## src/sv/rotation_to_euler_zyx_defines.svh

```systemverilog
// ----------------------------------------------------------------------------
// rotation_to_euler_zyx_defines
// assertion macros shared by the euler extraction block
// ----------------------------------------------------------------------------
`ifndef ROTATION_TO_EULER_ZYX_DEFINES_SVH
`define ROTATION_TO_EULER_ZYX_DEFINES_SVH

// antecedent implies consequent in the same cycle
`define RTE_ASSERT_SAME(label, clk, rst_n, ante, cons, msg) \
  label: assert property (@(posedge clk) disable iff (!rst_n) (ante) |-> (cons)) \
    else $error(msg);

// antecedent implies consequent in the next cycle
`define RTE_ASSERT_NEXT(label, clk, rst_n, ante, cons, msg) \
  label: assert property (@(posedge clk) disable iff (!rst_n) (ante) |=> (cons)) \
    else $error(msg);

`endif

```

## src/sv/rte_pkg.sv

```systemverilog
// ----------------------------------------------------------------------------
// rte_pkg
// types, constants and arctangent table for the euler extraction block
// ----------------------------------------------------------------------------
`timescale 1ns / 1ps

package rte_pkg;

  localparam int ROT_W = 16;
  localparam int POS_W = 32;
  localparam int ANG_W = 16;
  localparam int Z_W = 32;
  localparam int DEF_CORDIC_STAGES = 16;
  localparam int DEF_MATRIX_FRAC_BITS = 14;
  localparam logic [Z_W-1:0] Z_PI = 32'h8000_0000;
  localparam logic [Z_W-1:0] Z_HALF_LSB = 32'h0000_8000;

  typedef struct packed {
    logic signed [ROT_W-1:0] rot_00;
    logic signed [ROT_W-1:0] rot_10;
    logic signed [ROT_W-1:0] rot_20;
    logic signed [ROT_W-1:0] rot_21;
    logic signed [ROT_W-1:0] rot_22;
    logic signed [POS_W-1:0] pos_x;
    logic signed [POS_W-1:0] pos_y;
    logic signed [POS_W-1:0] pos_z;
  } rte_payload_t;

  typedef struct packed {
    logic signed [POS_W-1:0] pos_x;
    logic signed [POS_W-1:0] pos_y;
    logic signed [POS_W-1:0] pos_z;
  } rte_pos_t;

  // arctangent of 2^-i, 2^32 = 2 pi
  function automatic logic [Z_W-1:0] atan_entry(input int idx);
    logic [Z_W-1:0] v;
    case (idx)
      0: v = 32'd536870912;
      1: v = 32'd316933406;
      2: v = 32'd167458907;
      3: v = 32'd85004756;
      4: v = 32'd42667331;
      5: v = 32'd21354465;
      6: v = 32'd10679838;
      7: v = 32'd5340245;
      8: v = 32'd2670163;
      9: v = 32'd1335087;
      10: v = 32'd667544;
      11: v = 32'd333772;
      12: v = 32'd166886;
      13: v = 32'd83443;
      14: v = 32'd41722;
      15: v = 32'd20861;
      16: v = 32'd10430;
      17: v = 32'd5215;
      18: v = 32'd2608;
      19: v = 32'd1304;
      20: v = 32'd652;
      21: v = 32'd326;
      22: v = 32'd163;
      23: v = 32'd81;
      24: v = 32'd41;
      25: v = 32'd20;
      26: v = 32'd10;
      27: v = 32'd5;
      28: v = 32'd3;
      29: v = 32'd1;
      30: v = 32'd1;
      default: v = 32'd0;
    endcase
    return v;
  endfunction

endpackage

```

## src/sv/rte_sqrt_cell.sv

```systemverilog
// ----------------------------------------------------------------------------
// rte_sqrt_cell
// one digit of the integer square root, with the transaction payload alongside
// ----------------------------------------------------------------------------
`timescale 1ns / 1ps

module rte_sqrt_cell import rte_pkg::*; #(
  parameter int FRAC = DEF_MATRIX_FRAC_BITS,
  parameter int K = 0
) (
  input  logic                clk,
  input  logic                en,
  input  logic [2*FRAC+1:0]   rem_in,
  input  logic [2*FRAC+1:0]   res_in,
  input  rte_payload_t        pay_in,
  output logic [2*FRAC+1:0]   rem_r,
  output logic [2*FRAC+1:0]   res_r,
  output rte_payload_t        pay_r
);

  localparam int RW = 2*FRAC + 2;
  localparam logic [RW-1:0] BIT = RW'(1) << (2*(FRAC-K));

  logic [RW-1:0] trial;
  logic [RW-1:0] rem_nxt;
  logic [RW-1:0] res_nxt;

  // restoring step for this digit
  always_comb begin
    trial = res_in + BIT;
    if (rem_in >= trial) begin
      rem_nxt = rem_in - trial;
      res_nxt = (res_in >> 1) + BIT;
    end else begin
      rem_nxt = rem_in;
      res_nxt = res_in >> 1;
    end
  end

  always_ff @(posedge clk) begin
    if (en) begin
      rem_r <= rem_nxt;
      res_r <= res_nxt;
      pay_r <= pay_in;
    end
  end

endmodule

```

## config.mk

```make
export PLATFORM = sky130hd
export DESIGN_NAME = rte_sqrt_cell
export DESIGN_NICKNAME = d
export VERILOG_FILES = /design/src/sv/rotation_to_euler_zyx_defines.svh /design/src/sv/rte_pkg.sv /design/src/sv/rte_sqrt_cell.sv
export SDC_FILE = /design/constraint.sdc
export NUM_CORES = 1
export LEC_CHECK = 0
export ABC_AREA = 1
export BUFFER_PORTS_ARGS = -buffer_cell sky130_fd_sc_hd__buf_2
export CAP_MARGIN = 20
export CORE_AREA = 2 2 184 186
export DETAILED_ROUTE_END_ITERATION = 10
export DIE_AREA = 0 0 186 188
export PLACE_DENSITY = 0.64
export SETUP_SLACK_MARGIN = 0.15
export SLEW_MARGIN = 20
export SYNTH_ARGS = -nofsm -noshare
export SYNTH_HDL_FRONTEND = slang
export SYNTH_SLANG_ARGS = --single-unit
```

## constraint.sdc

```tcl
create_clock -name clk -period 5.07 [get_ports clk]
set_clock_uncertainty 0.1 [all_clocks]
set_input_delay 1.2675 -clock clk [delete_from_list [all_inputs] [get_ports clk]]
set_output_delay 1.2675 -clock clk [all_outputs]
set_load 0.005 [all_outputs]
```

==> results.toml <==
[run_status]
outcome = "complete, no violations"

[setup_path]
crit_chain = "buf_2, inv_1, ha_1, inv_1, fa_1, nand3_1, nand3_2, nand2_1, nand2_2, nand2_1, nand2_2, nand2_2, nand3_4, nand2_1, o21ai_2"
critPathCaptureType = "flop"
cpPeakStageDelay_ps = 510
criticalPathCategory = "in -> reg"
worstSetupStartpointType = "input pin"
cp_top_family = "simple AND/OR/NAND/NOR gates"
crit_arrival_ps = 3640
critical_path_buf_inv_count = 3
cp.depth = 15
path_max_fanout = 44
worstPathRequired_ps = 5260
cp_slowest_cell = "nand3_4"

[timing]
fmax_mhz = 290
hold_viol_final = 0
slew_viol_final = 0
post-route-period-util_pct = 68.1
setup_violations = 0
tns_ps = 0
worst_slew_pin_slew_ps = 966
rsz0062_at_grt = "no"
maxSlewHeadroom_pct = 35.6
final.min_clock_period_ps = 3450

[placement]
gp_congestion = 0.895
place.port_buffers = 473
placed_cell_area_um2 = 13100
hpwl_mm = 30.1

[drt]
drt_iter0_drc = 558
antenna_left = 0
avgRoutedWirePerCell_um = 20.6
drtPass1Iterations = 6
via_count = 8185
viasPerCell = 4.48
drc = 0
drt_wl_total_mm = 37.6

[cells_and_area]
fillCellCount = 3197
final_common_cell = "buf_2"
layout.cells.most_common_list = "472 x buf_2, 236 x edfxtp_1, 231 x nand2_1, 145 x inv_1, 53 x nand3_1"
final_cell_area_um2 = 14100
multi_input_area_um2 = 2460
syn_to_final_growth_pct = 38.4
drive_gt1_share_pct = 42.6
fin_nets = 1612
regArea_um2 = 7090

[grt]
grt_use_met1_pct = 23.8
grt_start_max_net_pins = 117
grt_use_total_pct = 20.4
met2_usage_pct = 35.1
grt_pass1_wl_mm = 51.5
grt_pass1_vias = 7881
antenna_found_initial = 32
grt_util_met3_pct = 7.34
grt-ovfl-total = 0
busiest_layer = "met2"

[run]
drv_cap = 0

[logic_synthesis]
synth_edf_count = 236
netlist_instances = 844
synth.distinct_cells = 33
netlist_area_um2 = 10200
synth_top_area_share_pct = 69.6
ys_warn_count = 0
ys_seq_elements = 236
synth.net_count = 1113
ys_seq_area_share_pct = 69.6
synthArstFlopShare_pct = 0
synth_ff_type = "edfxtp_1"
synth.avg_cell_area_um2 = 12.1
ys_top_cells_by_area = "edfxtp_1 70%, nand2_1 8.5%, inv_1 5.3%, ha_1 3.7%, nand3_1 2.6%"
yosysTopAreaCell = "edfxtp_1"

[worst_hold_path]
whs_path_depth = 1
hp-class = "in -> reg"

[floorplanning]
die_h_um = 188
core_area_um2 = 33100
rows = 67
initial_core_util_pct = 30.7
dieArea_um2 = 35000
die-width_um = 186
io-pin-count = 474

[clock_network]
htreeDepth = 1
clockBufferDepth = 3
cts_setup_buffers = 0
path_clk_slew_ps = 60
ctsResizeCount = 0
cts_num_sinks = 236
postCtsHoldBufs = 0
cts_buffers = 27
root_buffer = "clkbuf_16"
cts_tree = "yes"

[power]
p_leak_nw = 6.72
ir_drop_uv = 253
power_w = 0.00533
power_density_nw_per_um2 = 378
==> sequential cells by signal, summed over array words and instances, names as in the netlist <==
register / cells
pay_r: 176
rem_r: 30
res_r: 30
==> cell usage after synthesis, types with 2 or more instances <==
| cell type | n |
|---|---|
| nand3_1 | 53 |
| edfxtp_1 | 236 |
| inv_1 | 145 |
| buf_6 | 3 |
| nor2_2 | 8 |
| nand3_2 | 17 |
| nand4_1 | 8 |
| a21oi_1 | 17 |
| nand2_1 | 231 |
| o21ai_2 | 12 |
| nand3b_1 | 3 |
| nor2_1 | 36 |
| clkinv_1 | 2 |
| nand2_2 | 12 |
| ha_1 | 30 |
| xor2_1 | 13 |
| nor2_4 | 2 |
==> layout make-up <==
cell class / instances / share of cell area [%]
sequential: 236 / 50.3
multi-input combinational: 454 / 17.5
timing repair buffer: 476 / 17.1
clock buffer: 28 / 4.82
tap: 448 / 3.98
inverter: 148 / 3.94
clock inverter: 22 / 2.11
antenna: 13 / 0.231
==> per-stage QoR <==
step	worst slack [ps]	std cells	hold WS, ps	util (%)
2_1_floorplan	1860	844	1270	-
3_3_place_gp	1150	1762	1340	39.5
3_5_place_dp	1070	1762	1350	39.5
4_1_cts	1650	1812	759	42.4
5_1_grt	1480	1820	755	42.5
6_report	1620	1825	786	42.5
==> kinds of logic after synthesis <==
| group | after synthesis | synth area share [%] |
|---|---|---|
| xor+xnor | 14 | 1.20 |
| fa+ha+maj | 31 | 3.88 |
| buf+inv | 154 | 6.18 |
| compound gates | 34 | 2.31 |
| flops | 236 | 69.6 |
| simple gates | 375 | 16.8 |
==> report_power, final <==
group / switching [W] / internal [W]
clock: 0.000858 / 0.00129
sequential: 0.0000482 / 0.00235
combinational: 0.000467 / 0.000306
total: 0.00137 / 0.00395
==> routing by layer <==
layer	part of all wire [%]	wire, um
met1	36	13600
met3	12	4430
met2	49	18500
met4	2.6	994
met5	0.31	117
==> path summary, 6_finish.rpt <==
| kind | from | endpoint | slack [ps] |
|---|---|---|---|
| worst min-delay path | pay_in[64] | pay_r[64] | 790 |
| worst max-delay path | rem_in[0] | rem_r[6] | 1620 |
(Power assumes the default switching activity.)
