[config.mk]
export PLATFORM = sky130hd
export DESIGN_NAME = rte_cordic_cell
export DESIGN_NICKNAME = d
export VERILOG_FILES = /design/src/sv/rotation_to_euler_zyx_defines.svh /design/src/sv/rte_pkg.sv /design/src/sv/rte_cordic_cell.sv
export SDC_FILE = /design/constraint.sdc
export NUM_CORES = 1
export LEC_CHECK = 0
export BUFFER_PORTS_ARGS = -buffer_cell sky130_fd_sc_hd__buf_2
export CELL_PAD_IN_SITES_DETAIL_PLACEMENT = 1
export CELL_PAD_IN_SITES_GLOBAL_PLACEMENT = 2
export CORE_AREA = 4 4 176 178
export CTS_CLUSTER_DIAMETER = 100
export CTS_CLUSTER_SIZE = 10
export DETAILED_ROUTE_END_ITERATION = 6
export DIE_AREA = 0 0 180 182
export GPL_ROUTABILITY_DRIVEN = 0
export PLACE_DENSITY_LB_ADDON = 0.05
export RECOVER_POWER = 100
export SLEW_MARGIN = 25
export SYNTH_ARGS = -nofsm -noshare
export SYNTH_HDL_FRONTEND = slang
export SYNTH_SLANG_ARGS = --single-unit
[constraint.sdc]
create_clock -name clk -period 3.7 [get_ports clk]
set_input_delay 0.185 -clock clk [delete_from_list [all_inputs] [get_ports clk]]
set_output_delay 0.185 -clock clk [all_outputs]
set_load 0.01 [all_outputs]
[src/sv/rotation_to_euler_zyx_defines.svh]
// ----------------------------------------------------------------------------
// rotation_to_euler_zyx_defines
// assertion macros shared by the euler extraction block
// ----------------------------------------------------------------------------
`ifndef ROTATION_TO_EULER_ZYX_DEFINES_SVH
`define ROTATION_TO_EULER_ZYX_DEFINES_SVH

// antecedent implies consequent in the same cycle
`define RTE_ASSERT_SAME(label, clk, rst_n, ante, cons, msg) \
  label: assert property (@(posedge clk) disable iff (!rst_n) (ante) |-> (cons)) \
    else $error(msg);

// antecedent implies consequent in the next cycle
`define RTE_ASSERT_NEXT(label, clk, rst_n, ante, cons, msg) \
  label: assert property (@(posedge clk) disable iff (!rst_n) (ante) |=> (cons)) \
    else $error(msg);

`endif

[src/sv/rte_pkg.sv]
// ----------------------------------------------------------------------------
// rte_pkg
// types, constants and arctangent table for the euler extraction block
// ----------------------------------------------------------------------------
`timescale 1ns / 1ps

package rte_pkg;

  localparam int ROT_W = 16;
  localparam int POS_W = 32;
  localparam int ANG_W = 16;
  localparam int Z_W = 32;
  localparam int DEF_CORDIC_STAGES = 16;
  localparam int DEF_MATRIX_FRAC_BITS = 14;
  localparam logic [Z_W-1:0] Z_PI = 32'h8000_0000;
  localparam logic [Z_W-1:0] Z_HALF_LSB = 32'h0000_8000;

  typedef struct packed {
    logic signed [ROT_W-1:0] rot_00;
    logic signed [ROT_W-1:0] rot_10;
    logic signed [ROT_W-1:0] rot_20;
    logic signed [ROT_W-1:0] rot_21;
    logic signed [ROT_W-1:0] rot_22;
    logic signed [POS_W-1:0] pos_x;
    logic signed [POS_W-1:0] pos_y;
    logic signed [POS_W-1:0] pos_z;
  } rte_payload_t;

  typedef struct packed {
    logic signed [POS_W-1:0] pos_x;
    logic signed [POS_W-1:0] pos_y;
    logic signed [POS_W-1:0] pos_z;
  } rte_pos_t;

  // arctangent of 2^-i, 2^32 = 2 pi
  function automatic logic [Z_W-1:0] atan_entry(input int idx);
    logic [Z_W-1:0] v;
    case (idx)
      0: v = 32'd536870912;
      1: v = 32'd316933406;
      2: v = 32'd167458907;
      3: v = 32'd85004756;
      4: v = 32'd42667331;
      5: v = 32'd21354465;
      6: v = 32'd10679838;
      7: v = 32'd5340245;
      8: v = 32'd2670163;
      9: v = 32'd1335087;
      10: v = 32'd667544;
      11: v = 32'd333772;
      12: v = 32'd166886;
      13: v = 32'd83443;
      14: v = 32'd41722;
      15: v = 32'd20861;
      16: v = 32'd10430;
      17: v = 32'd5215;
      18: v = 32'd2608;
      19: v = 32'd1304;
      20: v = 32'd652;
      21: v = 32'd326;
      22: v = 32'd163;
      23: v = 32'd81;
      24: v = 32'd41;
      25: v = 32'd20;
      26: v = 32'd10;
      27: v = 32'd5;
      28: v = 32'd3;
      29: v = 32'd1;
      30: v = 32'd1;
      default: v = 32'd0;
    endcase
    return v;
  endfunction

endpackage

[src/sv/rte_cordic_cell.sv]
// ----------------------------------------------------------------------------
// rte_cordic_cell
// one vectoring micro-rotation of the arctangent chain
// ----------------------------------------------------------------------------
`timescale 1ns / 1ps

module rte_cordic_cell import rte_pkg::*; #(
  parameter int W = 36,
  parameter int I = 0
) (
  input  logic                clk,
  input  logic                en,
  input  logic signed [W-1:0] x_in,
  input  logic signed [W-1:0] y_in,
  input  logic [Z_W-1:0]      z_in,
  input  logic                zero_in,
  output logic signed [W-1:0] x_r,
  output logic signed [W-1:0] y_r,
  output logic [Z_W-1:0]      z_r,
  output logic                zero_r
);

  localparam logic [Z_W-1:0] ATAN = atan_entry(I);

  logic signed [W-1:0] xs;
  logic signed [W-1:0] ys;
  logic signed [W-1:0] x_nxt;
  logic signed [W-1:0] y_nxt;
  logic [Z_W-1:0]      z_nxt;

  // rotate towards the x axis
  always_comb begin
    xs = x_in >>> I;
    ys = y_in >>> I;
    if (!y_in[W-1]) begin
      x_nxt = x_in + ys;
      y_nxt = y_in - xs;
      z_nxt = z_in + ATAN;
    end else begin
      x_nxt = x_in - ys;
      y_nxt = y_in + xs;
      z_nxt = z_in - ATAN;
    end
  end

  always_ff @(posedge clk) begin
    if (en) begin
      x_r <= x_nxt;
      y_r <= y_nxt;
      z_r <= z_nxt;
      zero_r <= zero_in;
    end
  end

endmodule

==> flow_summary.json, run 1 <==
{
  "p_leak_nw": 4.99,
  "cts_buffers": 9,
  "p_per_area_nw_per_um2": 363,
  "fin_nets": 1560,
  "synth-seq-cells": 104,
  "slowest_stage": "a32oi_2",
  "multi_input_area_sq_um": 5840,
  "die_area_sq_um": 32800,
  "ios": 212,
  "syn_area_per_cell_sq_um": 8.78,
  "dieHeight_um": 182,
  "start_util_pct": 32.8,
  "clk_pin_slew_ns": 0.09,
  "drt_wl_total_mm": 36.0,
  "via_count": 9159,
  "outcome": "finished with violations",
  "cts-resized-gates": 0,
  "grt_max_degree": 88,
  "wl_per_cell_um": 20.7,
  "synthArstFlopShare_pct": 0,
  "ir_drop_v": 0.000180,
  "endpoint_kind": "register",
  "synth_top_area_cell": "edfxtp_1",
  "core-area_sq_um": 29400,
  "die-width_um": 180,
  "synth.area.top_cells": "edfxtp_1, ha_1, a21oi_1",
  "hpwl_mm": 28.9,
  "cts_sinks": 104,
  "finalWorstSetupSlack_ns": 0.260,
  "worstPathCellList": "clkbuf_1 > inv_1 > ha_1 > nor2b_1 > o21ai_0 > a21boi_2 > o211ai_1 > a32oi_2 > a41oi_1 > clkbuf_1 > o41ai_1 > o21ai_0 > xor2_1",
  "grt_pass1_vias": 9591,
  "rows": 63,
  "port-buffer-count": 211,
  "maxSlewViolCount": 166,
  "tns_ns": 0,
  "grt_first_pass_wirelength_mm": 55.6,
  "holdCritPathClass": "in2reg",
  "slowest_delay_ns": 0.46,
  "cts_max_level": 3,
  "dpl_worst_slack_ns": 0.0897,
  "cts_root_buf": "clkbuf_16",
  "worstMarginPinSlew_ns": 3.07,
  "drcViolationCount": 0,
  "fin_crit_sh_pct": 93.0,
  "post-route-min-period_ns": 3.44,
  "antenna_found_initial": 0,
  "setup_viol": 0,
  "max_slew_margin_pct": -105,
  "drt_iter0_markers": 561,
  "cts_tree": "built",
  "grt_util_all_layers_pct": 21.3,
  "max_cap_violations": 3,
  "rsz0062_at_grt": "false",
  "power_w": 0.00426,
  "netlist_area_sq_um": 9640,
  "required_ns": 3.82,
  "grt_overflow": 0,
  "synth.distinct_cells": 74,
  "postCtsSetupBuffers": 0,
  "seq_area_sq_um": 3120,
  "antennaDiodeCount": 0,
  "firstDrtPassIters": 5,
  "yosysTopAreaCellShare_pct": 32.4,
  "layout-drive-gt1-share_pct": 13.2,
  "hold_violations": 0,
  "path_max_fanout": 5,
  "fillers": 3566,
  "synth-edff-count": 104,
  "max_clock_freq_mhz": 291,
  "area_delta_synth_final_pct": 21.8,
  "violations": "max-capacitance violations, max-slew violations",
  "critPathLaunchType": "input port",
  "worst_ep_arrival_time_ns": 3.56,
  "avgViaCountPerCell": 5.27,
  "clockBufferDepth": 2,
  "critPathKind": "in2reg",
  "synth_fp_nets": 1313,
  "ant_nets": 0,
  "syn_inst": 1097,
  "synth-seq-area-share_pct": 32.4,
  "synthFlopType": "edfxtp_1",
  "ys_warn_count": 0
}
synth_stat cells (5+ instances only):
library cell and count:
a21oi_1 128, inv_1 109, ha_1 105, edfxtp_1 104, nor2_1 88, o21ai_0 82, xnor2_1 55, nand2_1 49
a21o_1 27, o21bai_1 24, clkbuf_1 22, nor3_1 18, mux2i_1 17, nor2b_1 17, buf_1 14, nand4_1 14
o211ai_1 14, a211oi_1 13, buf_2 13, nand3_1 13, xor2_1 13, o21a_1 12, nor4_1 9, o31ai_1 9
and3_1 8, o221ai_1 6, a21boi_0 5, a311oi_1 5, a31oi_1 5, nand2b_1 5, nand3b_1 5, o31a_1 5
or2_2 5, or3_1 5
cell usage in the layout (no fill, tap or decap), types with 6 or more instances in the layout:
cell type	instances
buf_4	41
o211ai_1	14
ha_1	105
buf_2	102
a21boi_0	6
nor2b_1	17
nand4_1	14
o21bai_1	24
and3_1	8
o221ai_1	6
nor3_1	18
a211oi_1	13
o21a_1	12
o31ai_1	10
xnor2_1	55
mux2i_1	17
nand2_1	49
edfxtp_1	104
clkbuf_16	9
a21oi_1	129
nor4_1	9
nand3_1	13
a21o_1	27
clkbuf_1	114
o21ai_0	86
inv_1	109
xor2_1	13
nor2_1	88
dlygate4sd3_1	29
metal layers:
layer / up-vias / wire length (um) / GRT usage [%]
met5: - / 0 / 0
met4: 0 / 393 / 3.72
met3: 23 / 1560 / 3.17
met2: 235 / 16800 / 35.7
met1: 4460 / 17300 / 29.7
li1: 4441 / - / -
layout make-up:
cell class,count,share of cell area (%)
clock inverter,7,0.735
clock buffer,9,1.92
multi-input combinational,830,49.7
inverter,110,3.52
tap,390,4.16
sequential,104,26.6
timing repair buffer,289,13.4
cells by family after synthesis:
group / count (synthesis) / synth area share [%]
AOI/OAI and AO/OA: 385 / 25.7
and+or+nand+nor: 251 / 12.7
buffers and inverters: 163 / 6.75
adders and majority gates: 109 / 14.5
DFF: 104 / 32.4
xor gates and xnor gates: 68 / 6.18
muxes: 17 / 1.77
critical path, delay by kind of cell:
| kind | cells | cell delay [ns] |
|---|---|---|
| adder cells (fa/ha/maj) | 1 | 0.33 |
| AND/OR/NAND/NOR | 1 | 0.19 |
| AO/OA/AOI/OAI | 7 | 1.97 |
| buffers and inverters | 3 | 0.61 |
| XOR/XNOR | 1 | 0.25 |
flip-flops by register name, indices dropped and copies added (netlist names):
| register | count |
|---|---|
| x_r | 36 |
| y_r | 35 |
| z_r | 32 |
| zero_r | 1 |
metrics by stage:
stage	hold slack (ns)	cell area (sq um)	cells	util [%]
6_report	0.0141	11700	1739	39.9
5_1_grt	0.000926	11700	1739	39.9
4_1_cts	0.000548	11900	1739	40.6
3_5_place_dp	0.363	11300	1694	38.5
3_3_place_gp	0.361	11300	1694	38.5
2_1_floorplan	0.284	9640	1097	-
worst paths after layout:
check | from | end | cells after the start
max | x_in[1] | y_r[35]$_DFFE_PP_ | 13
min | z_in[1] | z_r[1]$_DFFE_PP_ | 1
timing repair:
| item | in CTS | in global routing |
|---|---|---|
| setup endpoints to repair | 0 | 0 |
| hold buffers | 29 | 0 |
| endpoints found under the hold margin | 29 | 0 |
power breakdown:
group / leakage (nW) / switching (W) / total [W] / internal, W
sequential: 1.02 / 0.0000507 / 0.00157 / 0.00152
combinational: 3.82 / 0.00102 / 0.00162 / 0.000602
clock: 0.150 / 0.000522 / 0.00106 / 0.000541
total: 4.99 / 0.00159 / 0.00426 / 0.00267
Power figures use the tool's default switching activity.
==> run 2: changes to the inputs <==
Settings changed: CELL_PAD_IN_SITES_DETAIL_PLACEMENT 1 to default, CELL_PAD_IN_SITES_GLOBAL_PLACEMENT 2 to default, CORE_AREA 4 4 176 178 to 4 4 152 154, DIE_AREA 0 0 180 182 to 0 0 156 158.
==> run 2 against run 1 <==
  * The flow still finishes with violations (max-capacitance violations, max-slew violations)
  * Count of clock-buffer cells in the layout unchanged
  * Critical path depth fell by 2
  * Sequential power hardly changed
  * Setup slack improved by 0.049 ns
  * Routed wire length shrank 12%
  * Worst hold slack improved by 0.091 ns
  * Combinational power fell by 4%
  * Largest power group is now registers
  * Highest routed layer unchanged
==> flow_summary.json, run 2 (synthesized netlist as in run 1, its figures left out) <==
{
  "outcome": "finished with violations",
  "violations": "max-capacitance violations, max-slew violations",
  "top_regs": "x_r x36, y_r x35, z_r x32",
  "cts_tree": "built",
  "required_ns": 3.82,
  "drt_wl_total_mm": 31.7,
  "die_area_sq_um": 24600,
  "stdcell_count": 1608,
  "antennaDiodeCount": 0,
  "holdCritPathClass": "in2reg",
  "core-area_sq_um": 21700,
  "largest_reg_flops": 36,
  "ant_nets": 0,
  "route.met3.wl_mm": 2.30,
  "dp_cells": 1562,
  "route.met2.wl_mm": 14.0,
  "post-route-min-period_ns": 3.39,
  "grt_max_degree": 70,
  "cts_max_level": 3,
  "grt_pass1_vias": 8736,
  "ir_drop_v": 0.000208,
  "hpwl_mm": 24.4,
  "worstMarginPinSlew_ns": 2.27,
  "grt_first_pass_wirelength_mm": 48.3,
  "port-buffer-count": 211,
  "rsz0062_at_grt": "false",
  "tns_ns": 0,
  "maxSlewViolCount": 110,
  "critPathLaunchType": "input port",
  "grt_overflow": 0,
  "drcViolationCount": 0,
  "hold_depth": 2,
  "top_register": "x_r",
  "clockBufferDepth": 2,
  "grt_util_all_layers_pct": 24.7,
  "cts_root_buf": "clkbuf_16",
  "p_per_area_nw_per_um2": 363,
  "drt_iter0_markers": 868,
  "cts_sinks": 104,
  "wl_met1_mm": 14.5,
  "antenna_found_initial": 0,
  "cts_buffers": 9,
  "dieHeight_um": 158,
  "fin_crit_sh_pct": 91.7,
  "max_clock_freq_mhz": 295,
  "die-width_um": 156,
  "max_slew_margin_pct": -51.6,
  "critPathKind": "in2reg",
  "worst_ep_arrival_time_ns": 3.51,
  "path_max_fanout": 13,
  "rows": 54,
  "wl_per_cell_um": 19.7,
  "max_cap_violations": 2,
  "endpoint_kind": "register",
  "p_leak_nw": 4.88,
  "ios": 212,
  "area_delta_synth_final_pct": 18.6,
  "highest_layer": "met4",
  "clk_pin_slew_ns": 0.09,
  "cts-resized-gates": 0,
  "via_count": 9281,
  "fillers": 2124,
  "layout_commonest_cell": "a21oi_1",
  "final_cell_mix": "a21oi_1, clkbuf_1, inv_1, ha_1, edfxtp_1",
  "firstDrtPassIters": 6,
  "avgViaCountPerCell": 5.77,
  "start_util_pct": 44.4,
  "fin_nets": 1539,
  "hold_violations": 0,
  "setup_viol": 0,
  "layout-drive-gt1-share_pct": 11.7
}
-- run 2: area by class of cell --
type | instances | area (sq um) | area share (%)
Multi-Input combinational cell | 830 | 5840 | 51.1
Sequential cell | 104 | 3120 | 27.3
Timing Repair Buffer | 268 | 1400 | 12.3
Inverter | 110 | 413 | 3.61
Tap cell | 280 | 350 | 3.07
Clock buffer | 9 | 225 | 1.97
Clock inverter | 7 | 81.3 | 0.712
-- run 2: final timing paths --
kind | start | endpoint | slack, ns
hold / removal | z_in[29] | z_r[29]$_DFFE_PP_ | 0.11
setup / recovery | x_in[7] | x_r[28]$_DFFE_PP_ | 0.31
-- run 2: repair_timing --
action / in CTS / in global routing
setup buffers: 0 / 0
hold buffers: 29 / 1
endpoints found under the hold margin: 29 / 1
-- run 2: layer usage --
layer | vias to the layer above | track usage [%]
met4 | 0 | 7.13
met2 | 431 | 39.3
li1 | 4410 | -
met5 | - | 0
met1 | 4376 | 34.6
met3 | 64 | 4.35
-- run 2: stage by stage --
step | hold slack [ns] | setup slack (ns) | utilization [%] | power (W) | instance area [sq um]
6_report | 0.105 | 0.309 | 52.7 | 0.00415 | 11400
5_1_grt | 0.106 | 0.151 | 52.7 | 0.00439 | 11400
4_1_cts | 0.00186 | 0.477 | 53.5 | 0.00421 | 11600
3_5_place_dp | 0.363 | 0.103 | 50.8 | 0.00314 | 11000
3_3_place_gp | 0.362 | 0.0165 | 50.8 | 0.00314 | 11000
2_1_floorplan | 0.284 | 0.863 | - | 0.00256 | 9640
-- run 2: report_power, final --
part           internal, W  switching (W)
Combinational     0.000570       0.000984
Clock             0.000486       0.000541
Sequential         0.00152      0.0000470
-- run 2: worst max-delay path: stages --
cell,delay [ns]
clkbuf_1,0.12
inv_1,0.06
ha_1,0.49
or2_0,0.31
or3_4,0.34
o21ai_0,0.56
a21oi_1,0.35
o41ai_4,0.53
a21boi_0,0.22
a22oi_1,0.25
xnor2_1,0.09
==> run 3: changes to the inputs <==
Settings changed: PLACE_DENSITY_LB_ADDON 0.05 to 0.08.
==> run 3 against run 2 <==
  * The flow still finishes with violations (max-capacitance violations, max-slew violations)
  * Core utilization fell by 0.069 points
  * Non-clock buffer count fell by 3
  * Worst hold slack better by 0.011 ns
  * Cell count is 0.19% lower
  * Critical path type unchanged
==> flow_summary.json, run 3 (synthesized netlist as in run 1, its figures left out) <==
{
  "critPathKind": "in2reg",
  "start_util_pct": 44.4,
  "worst_ep_arrival_time_ns": 3.41,
  "final_cell_mix": "a21oi_1, clkbuf_1, inv_1, ha_1, edfxtp_1",
  "worst-path-buf-inv": 2,
  "p_per_area_nw_per_um2": 364,
  "violations": "max-capacitance violations, max-slew violations",
  "drcViolationCount": 0,
  "grt_pass1_vias": 8702,
  "tns_ns": 0,
  "ios": 212,
  "endpoint_kind": "register",
  "grt_max_degree": 96,
  "drt_iter0_markers": 940,
  "max_clock_freq_mhz": 303,
  "max_cap_violations": 2,
  "top_regs": "x_r x36, y_r x35, z_r x32",
  "hold_end": "z_r[29]$_DFFE_PP_",
  "cts_max_level": 3,
  "hold_depth": 2,
  "post-route-min-period_ns": 3.30,
  "dieHeight_um": 158,
  "dpl_worst_slack_ns": 0.347,
  "p_leak_nw": 4.87,
  "holdCritPathClass": "in2reg",
  "stdcell_count": 1605,
  "cts_tree": "built",
  "avgViaCountPerCell": 5.73,
  "firstDrtPassIters": 6,
  "path_max_fanout": 13,
  "critPathLaunchType": "input port",
  "top_register": "x_r",
  "rsz0062_at_grt": "false",
  "hpwl_mm": 23.9,
  "antennaDiodeCount": 0,
  "outcome": "finished with violations",
  "cts_buffers": 9,
  "rows": 54,
  "maxSlewViolCount": 140,
  "setup_viol": 0,
  "antenna_found_initial": 0,
  "postCtsSetupBuffers": 0,
  "crit_top_cell": "o21ai_0",
  "grt_util_all_layers_pct": 23.9,
  "largest_reg_flops": 36,
  "cts_root_buf": "clkbuf_16",
  "ir_drop_v": 0.000182,
  "fin_crit_sh_pct": 89.1,
  "worstPathCellList": "clkbuf_1 > inv_1 > ha_1 > nor3_1 > o21ai_0 > a21boi_0 > o211ai_1 > a32oi_2 > a41oi_1 > o41ai_1 > o21ai_0 > xor2_1",
  "die-width_um": 156,
  "worstMarginPinSlew_ns": 2.48,
  "grt_first_pass_wirelength_mm": 46.9,
  "dp_cells": 1559,
  "max_slew_margin_pct": -65.3,
  "ant_nets": 0,
  "via_count": 9189,
  "clk_pin_slew_ns": 0.08,
  "cts_sinks": 104,
  "port-buffer-count": 211,
  "slowest_delay_ns": 0.50,
  "finalWorstSetupSlack_ns": 0.403,
  "wl_per_cell_um": 19.3,
  "drt_wl_total_mm": 31.0,
  "clockBufferDepth": 2,
  "crit_family": "compound AO/OA/AOI/OAI gates",
  "required_ns": 3.81,
  "core-area_sq_um": 21700,
  "utilization_pct": 52.6,
  "grt_overflow": 0,
  "layout-drive-gt1-share_pct": 11.5,
  "slowest_stage": "o41ai_1",
  "fin_nets": 1536,
  "power_w": 0.00416,
  "hold_violations": 0,
  "min_from": "z_in[29]",
  "layout_commonest_cell": "a21oi_1",
  "die_area_sq_um": 24600,
  "area_delta_synth_final_pct": 18.4
}
## run 3: cell count changes in the layout (fill, tap and decap cells not counted), sizes merged
cell and delta:
buf -3, clkinv +2, inv -2
## run 3: worst max path at each step
stage / from / endpoint / cells after the start
final: x_in[3] / y_r[35]$_DFFE_PP_ / 12
after global routing: x_in[3] / x_r[35]$_DFFE_PP_ / 12
after CTS: x_in[3] / x_r[33]$_DFFE_PP_ / 12
after floorplan: x_in[0] / x_r[34]$_DFFE_PP_ / 11
after global placement: x_in[3] / x_r[33]$_DFFE_PP_ / 12
after detailed placement: x_in[3] / x_r[33]$_DFFE_PP_ / 12
## run 3: layout make-up
type                            instances  area, sq um
Fill cell                            2103        10300
Multi-Input combinational cell        830         5840
Sequential cell                       104         3120
Timing Repair Buffer                  265         1380
Inverter                              110          413
Tap cell                              280          350
Clock buffer                            9          225
Clock inverter                          7         86.3
## run 3: power by group
| group | switching [W] | internal [W] |
|---|---|---|
| logic | 0.000982 | 0.000567 |
| registers | 0.0000475 | 0.00152 |
| clock network | 0.000555 | 0.000486 |
| total | 0.00158 | 0.00257 |
## run 3: routing by layer
metal / vias up / global-route usage, % / part of all wire (%)
met1: 4268 / 34.2 / 46
li1: 4398 / - / -
met3: 62 / 3.34 / 7.4
met4: 0 / 7.84 / 2.6
met5: - / 0 / 0
met2: 461 / 37.4 / 44
## run 3: repair_timing
item | CTS | global route
gates resized for setup | 0 | 0
setup endpoints to repair | 0 | 0
endpoints found under the hold margin | 30 | 0
hold buffers | 30 | 0
## run 3: through the flow
stage          instance area (sq um)  hold WS [ns]
2_1_floorplan                   9640         0.284
3_3_place_gp                   11000         0.361
3_5_place_dp                   11000         0.364
4_1_cts                        11600         0.104
5_1_grt                        11400         0.106
6_report                       11400         0.116
